`config.mk`:
```
export PLATFORM = sky130hd
export DESIGN_NAME = hold_accelerated_clock_setter
export DESIGN_NICKNAME = d
export VERILOG_FILES = /design/src/sv/hacs_pkg.sv /design/src/sv/hold_accelerated_clock_setter.sv
export SDC_FILE = /design/constraint.sdc
export NUM_CORES = 1
export LEC_CHECK = 0
export ABC_AREA = 1
export BUFFER_PORTS_ARGS = -buffer_cell sky130_fd_sc_hd__buf_4
export CAP_MARGIN = 10
export CORE_ASPECT_RATIO = 1.5
export CORE_UTILIZATION = 55
export DETAILED_ROUTE_END_ITERATION = 7
export PLACE_DENSITY_LB_ADDON = 0.05
export SLEW_MARGIN = 10
export SYNTH_ARGS = -nofsm -noshare
export SYNTH_HDL_FRONTEND = slang
export SYNTH_SLANG_ARGS = --single-unit
```
`constraint.sdc`:
```
create_clock -name clk -period 8.5 [get_ports clk]
set_input_delay 0 -clock clk [delete_from_list [all_inputs] [get_ports clk]]
set_output_delay 0 -clock clk [all_outputs]
set_load 0.02 [all_outputs]
```
`src/sv/hacs_pkg.sv`:
```
// Shared types, constants and calendar helpers for the hold-accelerated clock setter.
package hacs_pkg;

  localparam int unsigned YEAR_W   = 12;
  localparam int unsigned MONTH_W  = 4;
  localparam int unsigned DAY_W    = 5;
  localparam int unsigned HOUR_W   = 5;
  localparam int unsigned MINUTE_W = 6;
  localparam int unsigned SECOND_W = 6;
  localparam int unsigned OFFSET_W = 7;
  localparam int unsigned REPEAT_W = 10;
  localparam int unsigned THRESH_W = 12;
  localparam int unsigned STEP_W   = 6;
  localparam int unsigned CFG_IDX_W  = 3;
  localparam int unsigned CFG_DATA_W = 12;

  // Calendar limits.
  localparam logic [YEAR_W-1:0]   YEAR_BASE   = 12'd2000;
  localparam logic [YEAR_W-1:0]   YEAR_LAST   = 12'd2099;
  localparam logic [OFFSET_W-1:0] OFFSET_LAST = 7'd99;
  localparam logic [MONTH_W-1:0]  MONTH_LAST  = 4'd12;
  localparam logic [HOUR_W-1:0]   HOUR_LAST   = 5'd23;
  localparam logic [MINUTE_W-1:0] MINUTE_LAST = 6'd59;
  localparam logic [SECOND_W-1:0] SECOND_LAST = 6'd59;

  // Register reset values.
  localparam logic [REPEAT_W-1:0] REPEAT_RST    = 10'd200;
  localparam logic [THRESH_W-1:0] MID_THR_RST   = 12'd500;
  localparam logic [THRESH_W-1:0] FAST_THR_RST  = 12'd2000;
  localparam logic [STEP_W-1:0]   SLOW_STEP_RST = 6'd1;
  localparam logic [STEP_W-1:0]   MID_STEP_RST  = 6'd10;
  localparam logic [STEP_W-1:0]   FAST_STEP_RST = 6'd60;

  // Saturation limits of the hold counters.
  localparam logic [THRESH_W-1:0] ELAPSED_MAX = '1;
  localparam logic [REPEAT_W-1:0] SINCE_MAX   = '1;

  typedef enum logic [1:0] {
    DIR_NONE = 2'd0,
    DIR_UP   = 2'd1,
    DIR_DOWN = 2'd2
  } dir_t;

  typedef enum logic [CFG_IDX_W-1:0] {
    CFG_REPEAT    = 3'd0,
    CFG_MID_THR   = 3'd1,
    CFG_FAST_THR  = 3'd2,
    CFG_SLOW_STEP = 3'd3,
    CFG_MID_STEP  = 3'd4,
    CFG_FAST_STEP = 3'd5
  } cfg_idx_t;

  // Days in a month; within 2000..2099 every fourth year is a leap year.
  function automatic logic [DAY_W-1:0] days_in_month(input logic [OFFSET_W-1:0] offset,
                                                     input logic [MONTH_W-1:0] month);
    logic leap;
    leap = (offset[1:0] == 2'b00);
    case (month)
      4'd2:    days_in_month = leap ? 5'd29 : 5'd28;
      4'd4:    days_in_month = 5'd30;
      4'd6:    days_in_month = 5'd30;
      4'd9:    days_in_month = 5'd30;
      4'd11:   days_in_month = 5'd30;
      default: days_in_month = 5'd31;
    endcase
  endfunction

endpackage

```
`src/sv/hold_accelerated_clock_setter.sv`:
```
// Top level of the hold-accelerated clock setter: input register, calendar step, result register.
module hold_accelerated_clock_setter (
  input  logic                            clk,
  input  logic                            rst,
  input  logic                            in_valid,
  output logic                            in_ready,
  input  logic                            command,
  input  logic                            up_button,
  input  logic                            down_button,
  input  logic [hacs_pkg::YEAR_W-1:0]     load_year,
  input  logic [hacs_pkg::MONTH_W-1:0]    load_month,
  input  logic [hacs_pkg::DAY_W-1:0]      load_day,
  input  logic [hacs_pkg::HOUR_W-1:0]     load_hour,
  input  logic [hacs_pkg::MINUTE_W-1:0]   load_minute,
  input  logic [hacs_pkg::SECOND_W-1:0]   load_second,
  output logic                            out_valid,
  input  logic                            out_ready,
  output logic [hacs_pkg::YEAR_W-1:0]     year,
  output logic [hacs_pkg::MONTH_W-1:0]    month,
  output logic [hacs_pkg::DAY_W-1:0]      day,
  output logic [hacs_pkg::HOUR_W-1:0]     hour,
  output logic [hacs_pkg::MINUTE_W-1:0]   minute,
  output logic [hacs_pkg::SECOND_W-1:0]   second,
  output logic                            adjusted,
  input  logic                            cfg_valid,
  output logic                            cfg_ready,
  input  logic [hacs_pkg::CFG_IDX_W-1:0]  cfg_index,
  input  logic [hacs_pkg::CFG_DATA_W-1:0] cfg_data
);
  // Every item (a load or a one-millisecond tick) yields exactly one result. The block takes
  // one item per cycle while the result side does not stall; an accepted item sits in the
  // input register while the calendar update works on it, and the update writes the clock
  // state and the result register together as the item leaves. Back-pressure on the result
  // side stalls the input register, so a stalled result holds and at most two items are in
  // flight. A step of up to 63 minutes, with its hour, day, month and year carry or borrow,
  // is resolved combinationally in that single update. Configuration writes are taken at
  // once and should be made while idle.
  import hacs_pkg::*;

  // Input register.
  logic                  s1_valid;
  logic                  s1_command;
  logic                  s1_up;
  logic                  s1_down;
  logic [YEAR_W-1:0]     s1_year;
  logic [MONTH_W-1:0]    s1_month;
  logic [DAY_W-1:0]      s1_day;
  logic [HOUR_W-1:0]     s1_hour;
  logic [MINUTE_W-1:0]   s1_minute;
  logic [SECOND_W-1:0]   s1_second;
  logic                  advance;

  // Configuration registers.
  logic [REPEAT_W-1:0]   repeat_interval;
  logic [THRESH_W-1:0]   mid_threshold;
  logic [THRESH_W-1:0]   fast_threshold;
  logic [STEP_W-1:0]     slow_step;
  logic [STEP_W-1:0]     mid_step;
  logic [STEP_W-1:0]     fast_step;

  // Clock and hold state.
  logic [OFFSET_W-1:0]   year_offset;
  logic [MONTH_W-1:0]    month_reg;
  logic [DAY_W-1:0]      day_reg;
  logic [HOUR_W-1:0]     hour_reg;
  logic [MINUTE_W-1:0]   minute_reg;
  logic [SECOND_W-1:0]   second_reg;
  dir_t                  held_direction;
  logic [THRESH_W-1:0]   press_elapsed;
  logic [REPEAT_W-1:0]   since_step;

  logic [OFFSET_W-1:0]   year_offset_next;
  logic [MONTH_W-1:0]    month_reg_next;
  logic [DAY_W-1:0]      day_reg_next;
  logic [HOUR_W-1:0]     hour_reg_next;
  logic [MINUTE_W-1:0]   minute_reg_next;
  logic [SECOND_W-1:0]   second_reg_next;
  dir_t                  held_direction_next;
  logic [THRESH_W-1:0]   press_elapsed_next;
  logic [REPEAT_W-1:0]   since_step_next;
  logic                  adjusted_next;

  // Load path.
  logic [OFFSET_W-1:0]   ld_offset;
  logic [MONTH_W-1:0]    ld_month;
  logic [DAY_W-1:0]      ld_dim;
  logic [DAY_W-1:0]      ld_day;

  // Tick path.
  dir_t                  dir;
  logic [THRESH_W-1:0]   elapsed_inc;
  logic [REPEAT_W-1:0]   since_inc;
  logic                  press_start;
  logic                  repeat_hit;
  logic                  do_step;
  logic [STEP_W-1:0]     amount;

  // Step up.
  logic [MINUTE_W:0]     up_sum;
  logic [1:0]            up_carry;
  logic [MINUTE_W-1:0]   up_minute;
  logic [HOUR_W-1:0]     up_hsum;
  logic                  up_day_carry;
  logic [HOUR_W-1:0]     up_hour;
  logic [DAY_W-1:0]      cur_dim;
  logic [OFFSET_W-1:0]   up_offset;
  logic [MONTH_W-1:0]    up_month;
  logic [DAY_W-1:0]      up_day;

  // Step down.
  logic [MINUTE_W+1:0]   dn_sum;
  logic [1:0]            dn_borrow;
  logic [MINUTE_W-1:0]   dn_minute;
  logic [HOUR_W:0]       dn_hsum;
  logic                  dn_day_borrow;
  logic [HOUR_W-1:0]     dn_hour;
  logic [OFFSET_W-1:0]   dn_offset;
  logic [MONTH_W-1:0]    dn_month;
  logic [DAY_W-1:0]      dn_day;

  assign advance   = s1_valid && (!out_valid || out_ready);
  assign in_ready  = !s1_valid || advance;
  assign cfg_ready = 1'b1;

  // Input register: holds an item until the result register can take its result.
  always_ff @(posedge clk) begin
    if (rst) begin
      s1_valid <= 1'b0;
    end else if (in_ready) begin
      s1_valid <= in_valid;
    end
    if (in_valid && in_ready) begin
      s1_command <= command;
      s1_up      <= up_button;
      s1_down    <= down_button;
      s1_year    <= load_year;
      s1_month   <= load_month;
      s1_day     <= load_day;
      s1_hour    <= load_hour;
      s1_minute  <= load_minute;
      s1_second  <= load_second;
    end
  end

  // Configuration register writes; indexes past the list are ignored.
  always_ff @(posedge clk) begin
    if (rst) begin
      repeat_interval <= REPEAT_RST;
      mid_threshold   <= MID_THR_RST;
      fast_threshold  <= FAST_THR_RST;
      slow_step       <= SLOW_STEP_RST;
      mid_step        <= MID_STEP_RST;
      fast_step       <= FAST_STEP_RST;
    end else if (cfg_valid && cfg_ready) begin
      case (cfg_idx_t'(cfg_index))
        CFG_REPEAT:    repeat_interval <= cfg_data[REPEAT_W-1:0];
        CFG_MID_THR:   mid_threshold   <= cfg_data[THRESH_W-1:0];
        CFG_FAST_THR:  fast_threshold  <= cfg_data[THRESH_W-1:0];
        CFG_SLOW_STEP: slow_step       <= cfg_data[STEP_W-1:0];
        CFG_MID_STEP:  mid_step        <= cfg_data[STEP_W-1:0];
        CFG_FAST_STEP: fast_step       <= cfg_data[STEP_W-1:0];
        default: ;
      endcase
    end
  end

  // Load values saturated into range; the day is limited by its own month.
  always_comb begin
    if (s1_year < YEAR_BASE) begin
      ld_offset = '0;
    end else if (s1_year > YEAR_LAST) begin
      ld_offset = OFFSET_LAST;
    end else begin
      ld_offset = OFFSET_W'(s1_year - YEAR_BASE);
    end
    if (s1_month == '0) begin
      ld_month = 4'd1;
    end else if (s1_month > MONTH_LAST) begin
      ld_month = MONTH_LAST;
    end else begin
      ld_month = s1_month;
    end
    ld_dim = days_in_month(ld_offset, ld_month);
    if (s1_day == '0) begin
      ld_day = 5'd1;
    end else if (s1_day > ld_dim) begin
      ld_day = ld_dim;
    end else begin
      ld_day = s1_day;
    end
  end

  // Button direction, hold counters and step size.
  always_comb begin
    if (held_direction == DIR_UP && s1_up) begin
      dir = DIR_UP;
    end else if (held_direction == DIR_DOWN && s1_down) begin
      dir = DIR_DOWN;
    end else if (s1_up) begin
      dir = DIR_UP;
    end else if (s1_down) begin
      dir = DIR_DOWN;
    end else begin
      dir = DIR_NONE;
    end
    elapsed_inc = (press_elapsed == ELAPSED_MAX) ? press_elapsed : press_elapsed + 1'b1;
    since_inc   = (since_step == SINCE_MAX) ? since_step : since_step + 1'b1;
    press_start = (dir != DIR_NONE) && (dir != held_direction);
    repeat_hit  = (since_inc >= repeat_interval);
    do_step     = press_start || ((dir != DIR_NONE) && repeat_hit);
    if (press_start) begin
      amount = slow_step;
    end else if (elapsed_inc > fast_threshold) begin
      amount = fast_step;
    end else if (elapsed_inc > mid_threshold) begin
      amount = mid_step;
    end else begin
      amount = slow_step;
    end
  end

  // Forward step: at most two hour carries and one day carry.
  always_comb begin
    cur_dim = days_in_month(year_offset, month_reg);
    up_sum  = {1'b0, minute_reg} + {1'b0, amount};
    if (up_sum >= 7'd120) begin
      up_carry  = 2'd2;
      up_minute = MINUTE_W'(up_sum - 7'd120);
    end else if (up_sum >= 7'd60) begin
      up_carry  = 2'd1;
      up_minute = MINUTE_W'(up_sum - 7'd60);
    end else begin
      up_carry  = 2'd0;
      up_minute = up_sum[MINUTE_W-1:0];
    end
    up_hsum      = hour_reg + {3'b0, up_carry};
    up_day_carry = (up_hsum >= 5'd24);
    up_hour      = up_day_carry ? up_hsum - 5'd24 : up_hsum;
    up_offset    = year_offset;
    up_month     = month_reg;
    up_day       = day_reg;
    if (up_day_carry) begin
      if (day_reg >= cur_dim) begin
        up_day = 5'd1;
        if (month_reg >= MONTH_LAST) begin
          up_month  = 4'd1;
          up_offset = (year_offset >= OFFSET_LAST) ? '0 : year_offset + 1'b1;
        end else begin
          up_month = month_reg + 1'b1;
        end
      end else begin
        up_day = day_reg + 1'b1;
      end
    end
  end

  // Backward step: the minute is biased by two hours so the borrow stays unsigned.
  always_comb begin
    dn_sum = {2'b0, minute_reg} + 8'd120 - {2'b0, amount};
    if (dn_sum >= 8'd120) begin
      dn_borrow = 2'd0;
      dn_minute = MINUTE_W'(dn_sum - 8'd120);
    end else if (dn_sum >= 8'd60) begin
      dn_borrow = 2'd1;
      dn_minute = MINUTE_W'(dn_sum - 8'd60);
    end else begin
      dn_borrow = 2'd2;
      dn_minute = dn_sum[MINUTE_W-1:0];
    end
    dn_hsum       = {1'b0, hour_reg} + 6'd24 - {4'b0, dn_borrow};
    dn_day_borrow = (dn_hsum < 6'd24);
    dn_hour       = dn_day_borrow ? dn_hsum[HOUR_W-1:0] : HOUR_W'(dn_hsum - 6'd24);
    dn_offset     = year_offset;
    dn_month      = month_reg;
    dn_day        = day_reg;
    if (dn_day_borrow) begin
      if (day_reg <= 5'd1) begin
        if (month_reg <= 4'd1) begin
          dn_month  = MONTH_LAST;
          dn_offset = (year_offset == '0) ? OFFSET_LAST : year_offset - 1'b1;
        end else begin
          dn_month = month_reg - 1'b1;
        end
        dn_day = days_in_month(dn_offset, dn_month);
      end else begin
        dn_day = day_reg - 1'b1;
      end
    end
  end

  // Next clock and hold state.
  always_comb begin
    year_offset_next    = year_offset;
    month_reg_next      = month_reg;
    day_reg_next        = day_reg;
    hour_reg_next       = hour_reg;
    minute_reg_next     = minute_reg;
    second_reg_next     = second_reg;
    held_direction_next = held_direction;
    press_elapsed_next  = press_elapsed;
    since_step_next     = since_step;
    adjusted_next       = 1'b0;
    if (s1_command) begin
      year_offset_next    = ld_offset;
      month_reg_next      = ld_month;
      day_reg_next        = ld_day;
      hour_reg_next       = (s1_hour > HOUR_LAST) ? HOUR_LAST : s1_hour;
      minute_reg_next     = (s1_minute > MINUTE_LAST) ? MINUTE_LAST : s1_minute;
      second_reg_next     = (s1_second > SECOND_LAST) ? SECOND_LAST : s1_second;
      held_direction_next = DIR_NONE;
      press_elapsed_next  = '0;
      since_step_next     = '0;
    end else begin
      held_direction_next = dir;
      if (dir == DIR_NONE || press_start) begin
        press_elapsed_next = '0;
        since_step_next    = '0;
      end else begin
        press_elapsed_next = elapsed_inc;
        since_step_next    = repeat_hit ? '0 : since_inc;
      end
      adjusted_next = do_step;
      if (do_step && dir == DIR_UP) begin
        year_offset_next = up_offset;
        month_reg_next   = up_month;
        day_reg_next     = up_day;
        hour_reg_next    = up_hour;
        minute_reg_next  = up_minute;
      end else if (do_step) begin
        year_offset_next = dn_offset;
        month_reg_next   = dn_month;
        day_reg_next     = dn_day;
        hour_reg_next    = dn_hour;
        minute_reg_next  = dn_minute;
      end
    end
  end

  // Clock state, updated as each item moves into the result register.
  always_ff @(posedge clk) begin
    if (rst) begin
      year_offset    <= '0;
      month_reg      <= 4'd1;
      day_reg        <= 5'd1;
      hour_reg       <= '0;
      minute_reg     <= '0;
      second_reg     <= '0;
      held_direction <= DIR_NONE;
      press_elapsed  <= '0;
      since_step     <= '0;
    end else if (advance) begin
      year_offset    <= year_offset_next;
      month_reg      <= month_reg_next;
      day_reg        <= day_reg_next;
      hour_reg       <= hour_reg_next;
      minute_reg     <= minute_reg_next;
      second_reg     <= second_reg_next;
      held_direction <= held_direction_next;
      press_elapsed  <= press_elapsed_next;
      since_step     <= since_step_next;
    end
  end

  // Result register.
  always_ff @(posedge clk) begin
    if (rst) begin
      out_valid <= 1'b0;
    end else if (advance) begin
      out_valid <= 1'b1;
    end else if (out_ready) begin
      out_valid <= 1'b0;
    end
    if (advance) begin
      year     <= YEAR_BASE + {5'b0, year_offset_next};
      month    <= month_reg_next;
      day      <= day_reg_next;
      hour     <= hour_reg_next;
      minute   <= minute_reg_next;
      second   <= second_reg_next;
      adjusted <= adjusted_next;
    end
  end

endmodule

```
Word-level counts from Yosys, hierarchy flattened:

Index checks and enable logic that the tools add are counted.

* register bits after elaboration: 191
* bits of input ports: 61
* output and inout bits: 42
* word-level logic and storage cells: 214

* add/subtract/negate cells: 22
* magnitude comparators: 21
* equality and inequality tests: 26
* mux-type cells: 80
* reductions and logical operators: 32

Operators by type and width (number)
* 7-bit two-way mux: 15
* 6-bit two-way mux: 13
* 5-bit two-way mux: 15
* 4-bit two-way mux: 13
* 10-bit two-way mux: 4
* 12-bit two-way mux: 3
* 4-bit by 3-bit == test with 1-bit output, second input constant: 6
* 4-bit == test, second input constant: 6
* 12-bit greater-than comparator: 2
* 6-bit subtractor, second input constant: 4
* 2-bit two-way mux: 8
* 7-bit greater-or-equal comparator, second input constant: 2
* 11-bit by 7-bit adder with 12-bit output, first input constant: 1
* 12-bit by 1-bit adder with 12-bit output, second input constant: 1
* 12-bit == test, second input constant: 1
* 4-bit by 2-bit == test with 1-bit output, second input constant: 3
* 12-bit greater-than comparator, second input constant: 1
* 6-bit greater-than comparator, second input constant: 2
* 12-bit by 11-bit less-than comparator with 1-bit output, second input constant: 1
* 2-bit case mux with 2 select lines: 3
* 2-bit AND reduction: 6
* 4-bit OR reduction: 3
* 10-bit by 1-bit adder with 10-bit output, second input constant: 1
* 10-bit == test, second input constant: 1
* 43 further kinds: 66

Logic depth before layout (Yosys ltp):

* word-level depth: 22
* mapped depth: 58
* mapped depth without buffers: 58

Worst setup path before layout:

OpenSTA, ideal clock, no wires.

* path type: reg-to-reg
* from: reg press_elapsed[4]
* to: reg year[6] (netlist bit), data pin
* library setup time: 249 ps
* data arrival time: 6850 ps
* required time: 8251 ps
* slack: 1401 ps
* cell stages (with the launch flop): 53
* path buffers: 2
* period minus slack after synthesis: 7099 ps
* path through: dfxtp_1 -> nand2_1 -> nor2_1 -> inv_1 -> nor2_1 -> nand2_1 -> nor3_2 -> inv_2 -> nand2_1 -> nor2_1 -> xor2_1 -> ha_1 -> nand2_1 -> nor3_1 -> nand2_1 -> o211ai_1 -> nand2_1 -> clkbuf_1 -> [17 not listed] -> inv_1 -> ha_1 -> fa_1 -> nand2_1 -> inv_1 -> nor2_1 -> nand2_1 -> clkinv_1 -> nand2_1 -> inv_2 -> nand3_2 -> buf_4 -> nand2_1 -> nand3_1 -> a21oi_2 -> nand2_2 -> ha_1 -> inv_1

* cells in the longest elaborated chain, start to end: 17
* elaborated cells on any way between the ends: 28
* those cells by class: 6 x add/sub; 8 x order compare; 1 x eq/ne; 13 x mux

Ends and longest elaborated chain
* from (decl): RTL line hold_accelerated_clock_setter.sv:69 `logic [THRESH_W-1:0] press_elapsed;`
* from (signal assigned): RTL line hold_accelerated_clock_setter.sv:359 `press_elapsed <= press_elapsed_next;`
* 12-bit by 1-bit adder with 12-bit output / 12-bit == test (equally long branches): RTL line hold_accelerated_clock_setter.sv:206 `elapsed_inc = (press_elapsed == ELAPSED_MAX) ? press_elapsed : press_elapsed + 1'b1;`
* 12-bit two-way mux *: RTL line hold_accelerated_clock_setter.sv:206
* 12-bit greater-than comparator: RTL line hold_accelerated_clock_setter.sv:215 `end else if (elapsed_inc > mid_threshold) begin`
* 6-bit two-way mux: RTL line hold_accelerated_clock_setter.sv:215
* 6-bit two-way mux *: RTL line hold_accelerated_clock_setter.sv:213 `end else if (elapsed_inc > fast_threshold) begin`
* 6-bit two-way mux *: RTL line hold_accelerated_clock_setter.sv:211 `if (press_start) begin`
* 8-bit by 6-bit subtractor with 8-bit output: RTL line hold_accelerated_clock_setter.sv:259 `dn_sum = {2'b0, minute_reg} + 8'd120 - {2'b0, amount};`
* 8-bit by 6-bit greater-or-equal comparator with 1-bit output: RTL line hold_accelerated_clock_setter.sv:263 `end else if (dn_sum >= 8'd60) begin`
* 2-bit two-way mux: RTL line hold_accelerated_clock_setter.sv:263
* 2-bit two-way mux: RTL line hold_accelerated_clock_setter.sv:260 `if (dn_sum >= 8'd120) begin`
* 6-bit by 2-bit subtractor with 6-bit output: RTL line hold_accelerated_clock_setter.sv:270 `dn_hsum = {1'b0, hour_reg} + 6'd24 - {4'b0, dn_borrow};`
* 6-bit by 5-bit less-than comparator with 1-bit output: RTL line hold_accelerated_clock_setter.sv:271 `dn_day_borrow = (dn_hsum < 6'd24);`
* 7-bit two-way mux: RTL line hold_accelerated_clock_setter.sv:276 `if (dn_day_borrow) begin`
* 7-bit two-way mux: RTL line hold_accelerated_clock_setter.sv:329 `end else if (do_step) begin`
* 7-bit two-way mux *: RTL line hold_accelerated_clock_setter.sv:323 `if (do_step && dir == DIR_UP) begin`
* 7-bit two-way mux *: RTL line hold_accelerated_clock_setter.sv:303 `if (s1_command) begin`
* 11-bit by 7-bit adder with 12-bit output *: RTL line hold_accelerated_clock_setter.sv:374 `year <= YEAR_BASE + {5'b0, year_offset_next};`
* to (signal assigned): RTL line hold_accelerated_clock_setter.sv:374
* to (decl): RTL line hold_accelerated_clock_setter.sv:18 `output logic [hacs_pkg::YEAR_W-1:0] year,`

Every way passes the cells marked *; elsewhere a longest branch is shown, timed or not.
A chain may end at the register's enable or synchronous reset.

Worst setup path after layout:

* from: reg press_elapsed[3]
* to: reg year[6] (netlist bit), data pin

Same word-level chain as after synthesis.

==> results.py <==
metrics = {
    "timing": {
        "fin_crit_sh": 0.922,
        "drv_slew": 0,
        "hold_viol": 0,
        "skew_ps": 10.2,
        "max-slew-margin-rel": 0.328,
        "finalWorstSetupSlack_ps": 664,
        "unrepaired_setup_endpoints_after_global_routing": "false",
        "timing_worst_slew_pin_value_ps": 1010,
        "totalNegativeSetupSlack_ps": 0,
        "max_freq_mhz": 128,
        "final_period_minus_worst_setup_slack_ps": 7840,
        "final-setup-viol-count": 0,
    },
    "global_routing": {
        "grt_start_max_net_pins": 59,
        "global_route.usage.total": 0.288,
        "grt_remaining_overflow": 0,
        "grt_first_pass_wirelength_um": 48800,
        "grt_antenna_before_repair": 0,
        "first_global_vias": 10100,
    },
    "floorplanning": {
        "coreArea_sq_um": 20500,
        "starting_utilization_of_the_core_area": 0.565,
        "fp.dieW_um": 120,
        "core.rowCount": 64,
        "fp.dieArea_sq_um": 21700,
        "vertical_extent_of_the_die_um": 180,
        "number_of_top_level_design_ports": 103,
    },
    "drt": {
        "finalWirelength_um": 30700,
        "number_of_nets_still_failing_antenna_checks_after_routing": 0,
        "detail_route.iter0.violations": 649,
        "drt-pass1-iter-count": 6,
        "avgViaCountPerCell": 5.45,
        "routedWlPerCell_um": 15.8,
        "via_count": 10600,
        "remaining_drc_errors": 0,
    },
    "critical_path": {
        "cp_most_frequent_cell": "sky130_fd_sc_hd__nand2_1",
        "worstSetupStartpointType": "flip-flop",
        "cp.required_ps": 8710,
        "critPathMaxFanout": 7,
        "criticalPathCategory": "reg -> reg",
        "slowest_stage": "sky130_fd_sc_hd__fa_1",
        "timing.critical_path.slowest_cell_delay_ps": 420,
        "worst_endpoint_data_arrival_time_ps": 8050,
        "crit_path_end_kind": "flip-flop",
    },
    "clock_tree": {
        "cts_tree": "built",
        "clk_root_buffer_cell": "sky130_fd_sc_hd__clkbuf_16",
        "htreeDepth": 4,
        "cts_made_buffers": 17,
        "cts.reportedPaths.clkPinSlew_ps": 70,
        "clock_sink_count": 189,
        "clk_latency_ps": 450,
        "cts-root-to-sink-buffers": 2,
    },
    "synthesis": {
        "syn-num-nets": 1671,
        "yosys.area.top_type_share": 0.202,
        "ys_seq_area_frac": 0.394,
        "yosysUniqueCellTypes": 51,
        "synth_cells": 1524,
        "yosys-top-cells-area": "sky130_fd_sc_hd__edfxtp_1 (20%), sky130_fd_sc_hd__dfxtp_1 (19%), sky130_fd_sc_hd__nand2_1 (11%)",
        "yosys_warnings": 0,
        "ys_ff_latch": 189,
        "synth_area_per_cell_sq_um": 7.60,
        "synth_top_area_cell": "sky130_fd_sc_hd__edfxtp_1",
        "netlist_area_sq_um": 11600,
    },
    "run_status": {
        "outcome": "completed",
    },
    "pwr": {
        "p_per_cell_area_nw_per_um2": 181,
        "p_leak_nw": 6.27,
        "ir_worst_vdd_mv": 0.170,
    },
    "placed_design": {
        "place.gp.congestion": 0.932,
        "hpwl_um": 21900,
        "numPortBuffers": 101,
        "dpl_cell_area_sq_um": 12500,
        "pre_cts_slack_ps": 347,
    },
    "job": {
        "maxCapViolCount": 0,
    },
    "hold_path": {
        "timing.hold.worst.class": "in -> reg",
    },
    "layout": {
        "area_overhead_of_the_layout_relative_to_synthesis_pct": 18.4,
        "design.final.nets": 1810,
        "post_route_cells_drive_above_1_share": 0.133,
        "antennaDiodeCount": 0,
        "final_design_area_no_fill_sq_um": 13700,
    },
}
worst max-delay path, delay by kind of cell (launching register included):
family / cells / cell delay, ps
and+or+nand+nor: 24 / 2830
adders and majority gates: 7 / 1980
AOI/OAI and AO/OA: 8 / 1290
buffers and inverters: 9 / 680
xor gates and xnor gates: 2 / 460
DFF: 1 / 370
cells by family (layout without fill, tap and decap cells):
| kind of cell | after synthesis | after routing | synth area share |
|---|---|---|---|
| adders and majority gates | 86 | 86 | 0.0955 |
| other | 1 | 1 | 0.000324 |
| DFF | 189 | 189 | 0.394 |
| xor gates and xnor gates | 28 | 28 | 0.0225 |
| buffers and inverters | 279 | 431 | 0.0977 |
| and+or+nand+nor | 627 | 627 | 0.237 |
| AOI/OAI and AO/OA | 314 | 314 | 0.153 |
routing by layer:
layer	vias to the layer above	routed length (um)	share of wire	global-route usage
met4	0	1400	0.046	0.148
met2	267	16400	0.54	0.544
met3	91	987	0.032	0.0403
li1	5327	-	-	-
met5	-	0	0	0
met1	4884	11800	0.39	0.303
Yosys cell counts (all sizes together):
cell type  number
nand2         364
inv           222
o21ai         126
a21oi         119
dfxtp         111
nor2          105
nand3         101
ha             82
edfxtp         78
o211ai         36
clkbuf         30
nand4          21
xor2           20
buf            19
nor3           16
o22ai          10
a31oi           9
clkinv          8
xnor2           8
nand3b          6
nor4            6
o21bai          5
or2             5
fa              4
a211oi          3
a22oi           2
and3            2
o21a            2
o31ai           2
conb            1
nor4b           1
through the flow:
stage / power (W) / hold slack [ps] / util / cells
after floorplan: 0.00149 / 98.9 / - / 1524
after global placement: 0.00164 / 178 / 0.607 / 1846
after detailed placement: 0.00165 / 180 / 0.607 / 1846
after CTS: 0.00248 / 28.5 / 0.665 / 1936
after global routing: 0.00261 / 68.4 / 0.669 / 1940
final: 0.00248 / 46.5 / 0.669 / 1940
cell usage in the layout (no fill, tap or decap), drive strengths merged, types with 2 or more instances in the layout:
| master | instances |
|---|---|
| or2 | 5 |
| and3 | 2 |
| o21ai | 126 |
| nand3b | 6 |
| inv | 225 |
| nor2 | 105 |
| ha | 82 |
| fa | 4 |
| o21bai | 5 |
| nor3 | 16 |
| xnor2 | 8 |
| nand3 | 101 |
| o21a | 2 |
| a22oi | 2 |
| xor2 | 20 |
| o211ai | 36 |
| a31oi | 9 |
| clkinv | 14 |
| buf | 111 |
| nor4 | 6 |
| o31ai | 2 |
| dlygate4sd3 | 58 |
| a21oi | 119 |
| nand2 | 364 |
| nand4 | 21 |
| bufinv | 2 |
| clkbuf | 17 |
| o22ai | 10 |
| a211oi | 3 |
| dfxtp | 111 |
| edfxtp | 78 |
| clkinvlp | 4 |
worst paths after layout:
| check | slack, ps | to | cells past startpoint | start |
|---|---|---|---|---|
| min reg2reg | 460 | mid_step[3]$_SDFFE_PP1P_ | 2 | mid_step[3]$_SDFFE_PP1P_ |
| max reg2reg | 660 | year[6]$_DFFE_PP_ | 50 | press_elapsed[3]$_SDFFE_PP0P_ |
| min | 50 | mid_step[1]$_SDFFE_PP1P_ | 5 | cfg_valid |
| max | 660 | year[6]$_DFFE_PP_ | 50 | press_elapsed[3]$_SDFFE_PP0P_ |
power by group:
group,total (W),leakage (nW),internal (W),switching [W]
sequential,0.00103,1.66,0.00100,0.0000310
combinational,0.000641,4.34,0.000236,0.000404
clock,0.000810,0.279,0.000438,0.000372
total,0.00248,6.27,0.00168,0.000807
cell type report:
cell class              instances  area, sq um
repair buffers                169         1410
flip-flops and latches        189         4570
fillers                      1799         6780
clock inverters                15          168
well taps                     264          330
clock buffers                  17          425
multi-input cells            1056         5940
inverters                     230          870
what timing repair did:
action                                  in CTS  in global routing
hold endpoints to repair                    95                  0
setup buffers                                0                  4
endpoints found under the setup margin       0                 30
gates resized for setup                      0                 16
hold buffers                                58                  0
Note: power is estimated with default switching activity, not from simulation.
